## src/sv/lps_pkg.sv

```systemverilog
// ============================================================================
// lps_pkg
// Shared types for the line pixel stepper: command word, pixel word and
// operation codes.
// ============================================================================
package lps_pkg;

    localparam int unsigned FIELD_COORD_BITS = 10;
    localparam int unsigned COLOR_BITS       = 8;

    typedef enum logic [0:0] {
        OP_LOAD = 1'b0,
        OP_STEP = 1'b1
    } op_t;

    typedef struct packed {
        op_t                          operation;
        logic [FIELD_COORD_BITS-1:0]  x_start;
        logic [FIELD_COORD_BITS-1:0]  y_start;
        logic [FIELD_COORD_BITS-1:0]  x_end;
        logic [FIELD_COORD_BITS-1:0]  y_end;
        logic [COLOR_BITS-1:0]        color;
        logic                         target_buffer;
    } cmd_t;

    typedef struct packed {
        logic [FIELD_COORD_BITS-1:0]  pixel_x;
        logic [FIELD_COORD_BITS-1:0]  pixel_y;
        logic [COLOR_BITS-1:0]        pixel_color;
        logic                         to_buffer;
        logic                         last_pixel;
    } pix_t;

endpackage

```

## src/sv/line_pixel_stepper_core.sv

```systemverilog
// ============================================================================
// line_pixel_stepper_core
// Integer line rasterizer: a load word sets up a line, each step word emits
// the next pixel of that line.
// ============================================================================
// usage
//   cmd channel (cmd_valid / cmd_ready / cmd): a load word takes the two
//   endpoints, color and target flag and gives no pixel; a load replaces any
//   line in progress. a step word emits one pixel of the active line, or
//   nothing when no line is active.
//   pix channel (pix_valid / pix_ready / pix): one word per pixel, with
//   last_pixel set on the final one of the line (major length plus one).
// latency and throughput
//   one command word per clock. a pixel shows on pix the cycle after its step
//   word is taken. the step path (error add, compare, subtract and position
//   update) runs between the line state registers and the pixel register.
// stalls
//   cmd_ready drops only while a pixel sits in the output register and
//   pix_ready is low; the block then holds that pixel and all line state.
// reset
//   rst_n clears the line state and the output valid; no line is active.
// coordinates wrap at COORD_BITS, without clipping.
// ============================================================================
module line_pixel_stepper_core
    import lps_pkg::*;
#(
    parameter int unsigned COORD_BITS = 10
)
(
    input  logic clk,
    input  logic rst_n,
    input  logic cmd_valid,
    output logic cmd_ready,
    input  cmd_t cmd,
    output logic pix_valid,
    input  logic pix_ready,
    output pix_t pix
);

    localparam int unsigned CB = COORD_BITS;

    // line state
    logic                 active_reg,    active_next;
    logic [CB-1:0]        cur_x_reg,     cur_x_next;
    logic [CB-1:0]        cur_y_reg,     cur_y_next;
    logic [CB-1:0]        error_reg,     error_next;
    logic [CB-1:0]        major_reg,     major_next;
    logic [CB-1:0]        minor_reg,     minor_next;
    logic [CB:0]          left_reg,      left_next;
    logic [1:0]           diag_x_reg,    diag_x_next;
    logic [1:0]           diag_y_reg,    diag_y_next;
    logic [1:0]           str_x_reg,     str_x_next;
    logic [1:0]           str_y_reg,     str_y_next;
    logic [COLOR_BITS-1:0] color_reg,    color_next;
    logic                 target_reg,    target_next;

    logic                 pix_valid_reg, pix_valid_next;
    pix_t                 pix_reg,       pix_next;

    logic cmd_fire;
    logic do_load;
    logic do_step;

    // load setup
    logic [CB+FIELD_COORD_BITS-1:0] x0_wide, y0_wide, x1_wide, y1_wide;
    logic [CB-1:0]  x0, y0, x1, y1;
    logic [CB:0]    dx, dy;
    logic [CB-1:0]  ax, ay;
    logic [1:0]     sx, sy;
    logic           x_major;

    // step path
    logic [CB:0]    err_sum;
    logic           take_diag;
    logic [1:0]     inc_x, inc_y;
    logic [CB+FIELD_COORD_BITS-1:0] out_x_wide, out_y_wide;

    assign cmd_ready = !pix_valid_reg || pix_ready;
    assign cmd_fire  = cmd_valid && cmd_ready;
    assign do_load   = cmd_fire && (cmd.operation == OP_LOAD);
    assign do_step   = cmd_fire && (cmd.operation == OP_STEP) && active_reg;

    assign pix_valid = pix_valid_reg;
    assign pix       = pix_reg;

    always_comb
    begin
        x0_wide = {{CB{1'b0}}, cmd.x_start};
        y0_wide = {{CB{1'b0}}, cmd.y_start};
        x1_wide = {{CB{1'b0}}, cmd.x_end};
        y1_wide = {{CB{1'b0}}, cmd.y_end};
        x0 = x0_wide[CB-1:0];
        y0 = y0_wide[CB-1:0];
        x1 = x1_wide[CB-1:0];
        y1 = y1_wide[CB-1:0];
        dx = {1'b0, x1} - {1'b0, x0};
        dy = {1'b0, y1} - {1'b0, y0};
        ax = dx[CB] ? CB'(-dx) : dx[CB-1:0];
        ay = dy[CB] ? CB'(-dy) : dy[CB-1:0];
        sx = dx[CB] ? 2'b11 : ((ax != '0) ? 2'b01 : 2'b00);
        sy = dy[CB] ? 2'b11 : ((ay != '0) ? 2'b01 : 2'b00);
        x_major = ax > ay;
    end

    always_comb
    begin
        // error stays below the major length, so the sum fits in CB+1 bits
        err_sum   = {1'b0, error_reg} + {1'b0, minor_reg};
        take_diag = err_sum >= {1'b0, major_reg};
        inc_x     = take_diag ? diag_x_reg : str_x_reg;
        inc_y     = take_diag ? diag_y_reg : str_y_reg;
        out_x_wide = {{FIELD_COORD_BITS{1'b0}}, cur_x_reg};
        out_y_wide = {{FIELD_COORD_BITS{1'b0}}, cur_y_reg};
    end

    always_comb
    begin
        active_next    = active_reg;
        cur_x_next     = cur_x_reg;
        cur_y_next     = cur_y_reg;
        error_next     = error_reg;
        major_next     = major_reg;
        minor_next     = minor_reg;
        left_next      = left_reg;
        diag_x_next    = diag_x_reg;
        diag_y_next    = diag_y_reg;
        str_x_next     = str_x_reg;
        str_y_next     = str_y_reg;
        color_next     = color_reg;
        target_next    = target_reg;
        pix_valid_next = pix_valid_reg && !pix_ready;
        pix_next       = pix_reg;

        if (do_load)
        begin
            diag_x_next = sx;
            diag_y_next = sy;
            if (x_major)
            begin
                major_next = ax;
                minor_next = ay;
                str_x_next = sx;
                str_y_next = 2'b00;
            end
            else
            begin
                major_next = ay;
                minor_next = ax;
                str_x_next = 2'b00;
                str_y_next = sy;
            end
            error_next  = major_next >> 1;
            left_next   = {1'b0, major_next} + (CB+1)'(1);
            cur_x_next  = x0;
            cur_y_next  = y0;
            color_next  = cmd.color;
            target_next = cmd.target_buffer;
            active_next = 1'b1;
        end
        else if (do_step)
        begin
            pix_valid_next       = 1'b1;
            pix_next.pixel_x     = out_x_wide[FIELD_COORD_BITS-1:0];
            pix_next.pixel_y     = out_y_wide[FIELD_COORD_BITS-1:0];
            pix_next.pixel_color = color_reg;
            pix_next.to_buffer   = target_reg;
            pix_next.last_pixel  = (left_reg == (CB+1)'(1));

            error_next = take_diag ? CB'(err_sum - {1'b0, major_reg})
                                   : err_sum[CB-1:0];
            cur_x_next = cur_x_reg + {{(CB-2){inc_x[1]}}, inc_x};
            cur_y_next = cur_y_reg + {{(CB-2){inc_y[1]}}, inc_y};
            left_next  = left_reg - (CB+1)'(1);
            if (left_reg == (CB+1)'(1))
            begin
                active_next = 1'b0;
            end
        end
    end

    always_ff @(posedge clk or negedge rst_n)
    begin
        if (!rst_n)
        begin
            active_reg    <= 1'b0;
            cur_x_reg     <= '0;
            cur_y_reg     <= '0;
            error_reg     <= '0;
            major_reg     <= '0;
            minor_reg     <= '0;
            left_reg      <= '0;
            diag_x_reg    <= '0;
            diag_y_reg    <= '0;
            str_x_reg     <= '0;
            str_y_reg     <= '0;
            color_reg     <= '0;
            target_reg    <= 1'b0;
            pix_valid_reg <= 1'b0;
        end
        else
        begin
            active_reg    <= active_next;
            cur_x_reg     <= cur_x_next;
            cur_y_reg     <= cur_y_next;
            error_reg     <= error_next;
            major_reg     <= major_next;
            minor_reg     <= minor_next;
            left_reg      <= left_next;
            diag_x_reg    <= diag_x_next;
            diag_y_reg    <= diag_y_next;
            str_x_reg     <= str_x_next;
            str_y_reg     <= str_y_next;
            color_reg     <= color_next;
            target_reg    <= target_next;
            pix_valid_reg <= pix_valid_next;
        end
    end

    // pixel word needs no reset
    always_ff @(posedge clk)
    begin
        pix_reg <= pix_next;
    end

`ifndef SYNTH
    a_left_nonzero: assert property (@(posedge clk) disable iff (!rst_n)
        active_reg |-> (left_reg != '0))
        else $error("active line with no pixels left");

    a_error_bound: assert property (@(posedge clk) disable iff (!rst_n)
        active_reg |-> ((error_reg < major_reg) || (error_reg == '0)))
        else $error("error term out of range");

    a_last_ends_line: assert property (@(posedge clk) disable iff (!rst_n)
        (do_step && (left_reg == (CB+1)'(1)))
            |=> (!active_reg && pix_valid && pix.last_pixel))
        else $error("final pixel did not end the line");

    a_idle_step_quiet: assert property (@(posedge clk) disable iff (!rst_n)
        (cmd_fire && (cmd.operation == OP_STEP) && !active_reg && !pix_valid)
            |=> !pix_valid)
        else $error("pixel emitted without an active line");
`endif

endmodule
```

## config.mk

```make
export PLATFORM = sky130hd
export DESIGN_NAME = line_pixel_stepper_core
export DESIGN_NICKNAME = d
export VERILOG_FILES = /design/src/sv/lps_pkg.sv /design/src/sv/line_pixel_stepper_core.sv
export SDC_FILE = /design/constraint.sdc
export NUM_CORES = 1
export LEC_CHECK = 0
export BUFFER_PORTS_ARGS = -buffer_cell sky130_fd_sc_hd__buf_2
export CORE_MARGIN = 2
export CORE_UTILIZATION = 50
export CTS_CLUSTER_DIAMETER = 60
export CTS_CLUSTER_SIZE = 40
export DETAILED_ROUTE_END_ITERATION = 6
export GPL_ROUTABILITY_DRIVEN = 0
export GPL_TIMING_DRIVEN = 0
export HOLD_SLACK_MARGIN = 0.03
export PLACE_DENSITY = 0.7
export SLEW_MARGIN = 20
export SYNTH_ARGS = -nofsm -noshare
export SYNTH_HDL_FRONTEND = slang
export SYNTH_SLANG_ARGS = --single-unit
```

## constraint.sdc

```tcl
create_clock -name clk -period 6.2 [get_ports clk]
set_input_delay 0.93 -clock clk [delete_from_list [all_inputs] [get_ports clk]]
set_output_delay 0.93 -clock clk [all_outputs]
set_load 0.02 [all_outputs]
```

==> impl_metrics.ini, run 1 <==
[setup_path]
worst-endpoint-arrival_ps = 6090
r2r_slack_ps = 460
start_kind = input port
crit_buf_inv = 4
reg2reg_depth = 26
critPathMaxStageDelay_ps = 410
worstReg2RegStart = error_reg[1]
cp_max_fo = 10
crit_start = cmd[9]
cpMaxStageDelayCell = fa_1
path_depth = 26
critPathCapture = left_reg[8]
critical_path_required_ps = 6430
crit_type = input port to register
cpMostUsedCell = ha_1
cp-end-kind = register
crit_family = simple AND/OR/NAND/NOR gates
reg2reg_to = cur_y_reg[9]

[grt]
use_met2 = 0.374
busiest_layer = met2
grt_pass1_vias = 5852
met1_usage = 0.335
overflow = 0
grt_pass1_wl_mm = 29.7
grt_use_total = 0.233
grt_max_degree = 51
met3_usage = 0.0326
grt_antenna_before_repair = 0

[hold_path]
min_from = color_reg[3]
hp-class = register to register

[route]
first_iter_violations = 342
vias_per_cell = 5.60
remaining_drc_errors = 0
dr_total_vias = 6269
wl_per_cell_um = 16.5
ant_nets = 0
drt_wl_total_mm = 18.5
drt_first_pass_iters = 5

[yosys]
netlist_top_cells_area = dfrtp_1, ha_1, edfxtp_1
synth_edf_count = 30
synth_flop_cell = dfrtp_1
netlist_area_um2 = 7680
yosys_warnings = 0
async_flop_share = 0.727
syn-num-nets = 955
yosysTopAreaCell = dfrtp_1
ys_seq_elements = 110
postSynthCellCount = 822
yosysSeqAreaShare = 0.378
synth_top_cell_area_share = 0.261
syn_avg_cell_area_um2 = 9.34
synth_cell_types = 72

[floorplanning]
ios = 86
initial_core_util = 0.509
fp.dieH_um = 128
die_area_um2 = 16400
coreArea_um2 = 15100
rows = 45
chipWidth_um = 128

[finish]
final_common_cell = nand2_1
syn_to_final_growth_pct = 14.3
multi_input_area_um2 = 4430
largest_reg_flops = 30
fillers = 1371
diodes = 0
layout-drive-gt1-share = 0.164
final_cell_mix = nand2_1, buf_2, dfrtp_1
stdcell_count = 1119
regArea_um2 = 2900
nNetsFinal = 1059

[timing]
maxSlewHeadroom = 0.324
fin_crit_sh = 0.944
final_max_slew_viol_count = 0
finalHoldViolCount = 0
period_needed_ps = 5850
fin_skew_ps = 10.5
tightest_slew_ps = 1010
fmax_mhz = 171
setup_violations = 0
rsz0062_at_grt = false

[clock_tree]
cts.sinks = 110
clk_pin_slew_worst_paths_ps = 80
clkLatencyLatePin_ps = 370
numCtsBuffers = 9
htreeDepth = 3
clockBufferDepth = 2
cts_tree = done
ctsHoldBuffers = 0
cts-root-buf = clkbuf_16

[place]
port_buffers = 85
placed_cells = 1096
place_hpwl_mm = 14.0

[power]
power.total_w = 0.00590
ir_worst_vdd_mv = 0.378
p_leak_nw = 4.24
p_per_area_nw_per_um2 = 672

[status]
outcome = completed

[run]
maxCapViolCount = 0
[layer usage]
| metal | wire [um] | part of all wire |
|---|---|---|
| met3 | 1070 | 0.058 |
| met5 | 0 | 0 |
| met1 | 8790 | 0.48 |
| met4 | 243 | 0.013 |
| met2 | 8390 | 0.45 |
[through the flow]
| step | setup slack, ps | hold slack, ps | area (um^2) | setup TNS, ps | util |
|---|---|---|---|---|---|
| after CTS | 24.6 | 449 | 8700 | 0 | 0.577 |
| after floorplan | 527 | 425 | 7680 | 0 | - |
| after global placement | -383 | 427 | 8340 | -1130 | 0.553 |
| after detailed placement | -380 | 430 | 8370 | -1240 | 0.555 |
| final | 347 | 448 | 8770 | 0 | 0.581 |
| after global routing | 6.08 | 457 | 8770 | 0 | 0.581 |
[cell type report]
type,count,share of cell area
buffer,25,0.0154
tap,188,0.0268
sequential,110,0.331
timing repair buffer,93,0.0579
inverter,68,0.0297
clock inverter,7,0.00884
clock buffer,9,0.0257
multi-input combinational,619,0.505
[cell families after synthesis]
| logic type | after synthesis | synth area share |
|---|---|---|
| buffers and inverters | 93 | 0.0508 |
| xor gates and xnor gates | 73 | 0.0869 |
| adders and majority gates | 79 | 0.135 |
| DFF | 110 | 0.378 |
| muxes | 21 | 0.0284 |
| and+or+nand+nor | 223 | 0.136 |
| AOI/OAI and AO/OA | 223 | 0.186 |
[cell usage after synthesis (all sizes together) (4+ instances only)]
cell,instances
fa,6
nand2,104
o221ai,4
nor3,12
clkbuf,16
nand2b,6
xnor2,34
o31ai,5
a21oi,52
nand3,12
or2,6
o211ai,6
buf,8
a21o,29
ha,73
dfrtp,80
nand4,8
o21bai,6
o21ai,70
mux2i,15
o22ai,5
inv,67
edfxtp,30
mux2,6
a22oi,14
xor2,37
nor4,4
nor2b,7
a31oi,5
and2,5
a211oi,6
nor2,49
[where the power goes]
group,total (W),internal [W],switching [W]
clock,0.000594,0.000287,0.000306
sequential,0.00117,0.00101,0.000161
combinational,0.00413,0.00189,0.00223
[worst register-to-register path, stage by stage (launching register included)]
cell        delay (ps)
dfrtp_1            410
ha_1               290
a21o_1             190
a21oi_2            170
o21bai_1           100
a21oi_2            190
o21ai_1            130
a21o_1             190
a21oi_1            190
xnor2_1            110
ha_2               390
nand4_1            150
o311ai_1           260
a31oi_1            130
nand2_4            190
mux2i_4            330
clkinvlp_4         180
ha_1               290
a21o_1             170
a21o_1             190
a21o_1             180
a21oi_1            220
o21ai_0            230
a21o_1             230
a21oi_1            150
xnor3_1            210
o21ai_0            160
[what timing repair did]
action | in CTS | in global routing
setup endpoints to repair | 5 | 8
pin swaps | 1 | 1
gates resized for setup | 4 | 11
setup buffers | 1 | 6
[worst min path at each step]
stage / endpoint / slack (ps) / depth (start not counted)
2_1_floorplan: pix[1] / 420 / 0
3_3_place_gp: pix[6] / 430 / 0
3_5_place_dp: pix[5] / 430 / 0
4_1_cts: pix[5] / 450 / 0
5_1_grt: pix[6] / 460 / 0
6_report: pix[5] / 450 / 0
Power figures use the tool's default switching activity.
==> inputs of run 2 (changes only) <==
ABC_AREA = 1   (was not set)
PLACE_DENSITY = 0.69   (was 0.7)
==> impl_metrics.ini, run 2 <==
[timing]
fin_crit_sh = 0.928
tightest_slew_ps = 825
rsz0062_at_grt = false
setup_tns_ps = 0
fmax_mhz = 174
setup_violations = 0
finalHoldViolCount = 0
final_max_slew_viol_count = 0
period_needed_ps = 5760
fin_skew_ps = 10.9
maxSlewHeadroom = 0.448

[floorplanning]
die_area_um2 = 18600
coreArea_um2 = 17200
fp.dieH_um = 137
initial_core_util = 0.510
chipWidth_um = 137
rows = 48
ios = 86

[clock_tree]
clockBufferDepth = 2
clk_pin_slew_worst_paths_ps = 80
cts-root-buf = clkbuf_16
htreeDepth = 3
numCtsBuffers = 9
cts_setup_buffers = 0
ctsHoldBuffers = 0
cts.sinks = 110
ctsResizeCount = 0
cts_tree = done
clkLatencyLatePin_ps = 360

[yosys]
synth_edf_count = 30
synth_common_cells = nand2_1, inv_1, nand3_1, dfrtp_1, ha_1
netlist_area_um2 = 8780
synth_cell_types = 48
async_flop_share = 0.727
yosysMostFrequentCell = nand2_1
synth_top_cell_area_share = 0.228
yosysSeqAreaShare = 0.330
syn_avg_cell_area_um2 = 7.27
yosysTopAreaCell = dfrtp_1
yosys_warnings = 0
netlist_top_cells_area = dfrtp_1, nand2_1, ha_1
syn-num-nets = 1342
ys_seq_elements = 110
postSynthCellCount = 1209
synth_flop_cell = dfrtp_1

[route]
ant_nets = 0
first_iter_violations = 612
dr_total_vias = 8230
remaining_drc_errors = 0
drt_first_pass_iters = 5
drt_wl_total_mm = 23.3
vias_per_cell = 5.35
wl_per_cell_um = 15.2

[setup_path]
cp_max_fo = 10
crit_family = compound AO/OA/AOI/OAI gates
cp-end-kind = register
start_kind = register
critical_path_required_ps = 6410
crit_start = minor_reg[0]
cpMaxStageDelayCell = o21ai_0
crit_type = register to register
crit_buf_inv = 4
worst-endpoint-arrival_ps = 5970
cpMostUsedCell = o21ai_0
worstReg2RegStart = minor_reg[0]
critPathMaxStageDelay_ps = 450

[status]
outcome = completed

[hold_path]
hp-class = register to register
min_from = color_reg[0]

[finish]
final_common_cell = nand2_1
largest_reg_flops = 30
stdcell_count = 1537
nNetsFinal = 1440
layout-drive-gt1-share = 0.137
diodes = 0
syn_to_final_growth_pct = 12.3
final_cell_mix = nand2_1, inv_1, nand3_1

[power]
p_leak_nw = 5.20
p_per_area_nw_per_um2 = 603
ir_worst_vdd_mv = 0.378

[grt]
grt_pass1_wl_mm = 37.7
grt_antenna_before_repair = 0
overflow = 0
grt_max_degree = 56
grt_pass1_vias = 7685
grt_use_total = 0.260

[place]
place_hpwl_mm = 18.2
port_buffers = 85
placed_cells = 1521

[run]
maxCapViolCount = 0
==> run 2: cell type report <==
type                       count  area (um^2)
clock inverter                 6         91.3
clock buffer                  10          229
timing repair buffer          87          475
sequential                   110         2900
multi-input combinational    888         5050
inverter                     185          697
buffer                        26          134
tap                          225          282
fill                        1627         7370
==> run 2: kinds of logic (layout without fill, tap and decap cells) <==
| kind of cell | after synthesis | after routing | share of synthesized area |
|---|---|---|---|
| simple gates | 598 | 598 | 0.304 |
| buf+inv | 211 | 314 | 0.0944 |
| compound gates | 182 | 182 | 0.124 |
| flops | 110 | 110 | 0.330 |
| fa+ha+maj | 79 | 79 | 0.118 |
| xor+xnor | 29 | 29 | 0.0289 |
==> run 2: power breakdown <==
| part | switching, W | total (W) | leakage (nW) | internal [W] |
|---|---|---|---|---|
| combinational | 0.00257 | 0.00415 | 3.79 | 0.00158 |
| clock | 0.000287 | 0.000646 | 0.159 | 0.000359 |
| sequential | 0.000155 | 0.00116 | 1.25 | 0.00100 |
| total | 0.00301 | 0.00595 | 5.20 | 0.00294 |
==> run 2: per-layer routing <==
layer,vias up,part of all wire,global-route usage
li1,4145,-,-
met1,3823,0.47,0.351
met2,235,0.46,0.443
met3,27,0.052,0.0259
met4,0,0.019,0.0752
met5,-,0,0
==> run 2: worst paths after layout <==
check	end	slack, ps	cells past startpoint
worst max-delay path	cur_y_reg[8]	440	26
worst min-delay path	pix[2]	440	0
worst max register to register	cur_y_reg[8]	440	26
worst min register to register	pix[2]	440	0
max in group asynchronous	error_reg[7]	5100	2
min in group asynchronous	cur_y_reg[8]	480	1
==> run 2: through the flow <==
stage | cell area, um^2 | utilization | setup WS [ps] | total power, W | hold slack, ps
2_1_floorplan | 8780 | - | 1690 | 0.00436 | 425
3_3_place_gp | 9490 | 0.551 | 524 | 0.00517 | 426
3_5_place_dp | 9540 | 0.554 | 535 | 0.00526 | 433
4_1_cts | 9860 | 0.572 | 517 | 0.00593 | 440
5_1_grt | 9860 | 0.572 | 78.3 | 0.00657 | 462
6_report | 9860 | 0.572 | 444 | 0.00595 | 444
==> inputs of run 3 (changes only) <==
CTS_BUF_LIST = sky130_fd_sc_hd__clkbuf_2   (was not set)
==> impl_metrics.ini, run 3 (synthesized netlist as in run 2, its figures left out) <==
[grt]
grt_use_total = 0.257
grt_pass1_wl_mm = 37.4
grt_pass1_vias = 7592
grt_antenna_before_repair = 1
grt_max_degree = 56
overflow = 0

[route]
first_iter_violations = 580
dr_total_vias = 8244
wl_per_cell_um = 15.1
ant_nets = 0
drt_first_pass_iters = 5
drt_wl_total_mm = 23.2
vias_per_cell = 5.36
remaining_drc_errors = 0

[setup_path]
cpMostUsedCell = o21ai_0
cpMaxStageDelayCell = o21ai_0
cp_max_fo = 10
worstReg2RegStart = minor_reg[0]
crit_buf_inv = 4
critical_path_required_ps = 6740
crit_family = compound AO/OA/AOI/OAI gates
start_kind = register
cp-end-kind = register
crit_type = register to register
critPathMaxStageDelay_ps = 460
r2r_slack_ps = 420
worst-endpoint-arrival_ps = 6320
crit_start = minor_reg[0]

[status]
outcome = completed

[finish]
syn_to_final_growth_pct = 10.3
nNetsFinal = 1440
layout-drive-gt1-share = 0.138
final_common_cell = nand2_1
largest_reg_flops = 30
final_cell_mix = nand2_1, inv_1, nand3_1

[power]
p_per_area_nw_per_um2 = 589
ir_worst_vdd_mv = 0.378
p_leak_nw = 5.13

[clock_tree]
cts_tree = done
clkLatencyLatePin_ps = 650
clockBufferDepth = 2
numCtsBuffers = 9
ctsHoldBuffers = 0
cts-root-buf = clkbuf_2
cts.sinks = 110
cts_setup_buffers = 0
htreeDepth = 3
ctsResizeCount = 0
clk_pin_slew_worst_paths_ps = 340

[timing]
period_needed_ps = 5780
setup_tns_ps = 0
fin_crit_sh = 0.932
maxSlewHeadroom = 0.426
finalHoldViolCount = 0
fmax_mhz = 173
hold_slack_ps = 142
rsz0062_at_grt = false
fin_skew_ps = 43.9
setup_violations = 0
tightest_slew_ps = 858
final_max_slew_viol_count = 0

[floorplanning]
fp.dieH_um = 137
chipWidth_um = 137
die_area_um2 = 18600
ios = 86
initial_core_util = 0.510
rows = 48
coreArea_um2 = 17200

[run]
maxCapViolCount = 0

[place]
port_buffers = 85
place_hpwl_mm = 18.2

[hold_path]
hp-class = input port to asynchronous set/reset pin
[run 3: final timing paths]
path,end,cells past startpoint
worst max-delay path,cur_y_reg[8],26
worst min-delay path,major_reg[4],1
worst max register to register,cur_y_reg[8],26
worst min register to register,pix[2],0
max in group asynchronous,color_reg[0],2
min in group clk,pix[2],0
[run 3: final cells by class]
cell class	instances	area, um^2
sequential	110	2900
fill	1661	7550
clock inverter	6	91.3
timing repair buffer	87	475
inverter	185	697
buffer	26	134
clock buffer	10	50.0
tap	225	282
multi-input combinational	888	5050
antenna	1	2.50
[run 3: report_power, final]
part | switching (W) | leakage (nW) | internal [W]
clock network | 0.000260 | 0.0888 | 0.000140
logic | 0.00257 | 3.79 | 0.00158
registers | 0.000155 | 1.25 | 0.00100
[run 3: metal layers]
metal,wire length [um],GRT usage
met3,1260,0.0300
met2,10700,0.437
met5,0,0
met1,10800,0.352
met4,358,0.0602
[run 3: through the flow]
step	utilization	worst slack, ps	instance area, um^2	std cells	total power (W)
final	0.562	420	9690	1538	0.00570
after global routing	0.562	75.5	9690	1538	0.00631
after CTS	0.562	522	9680	1537	0.00568
after detailed placement	0.554	535	9540	1521	0.00526
after global placement	0.551	524	9490	1519	0.00517
after floorplan	-	1690	8780	1209	0.00436
[run 3: worst reg2reg max path, stage by stage, from the launching register on]
cell,delay [ps]
dfrtp_1,440
ha_1,190
inv_1,60
fa_1,430
nor4_1,300
nor2_1,110
o21ai_0,280
xnor2_1,160
inv_1,90
ha_1,340
a21oi_1,200
o311ai_1,160
nand2_1,150
nand2_2,150
buf_4,220
o21ai_0,460
ha_1,390
inv_1,90
fa_1,400
o21ai_0,270
nand2_1,110
nand2_1,80
a21oi_1,80
o21ai_0,180
a21oi_1,100
xor2_1,140
o221ai_1,110
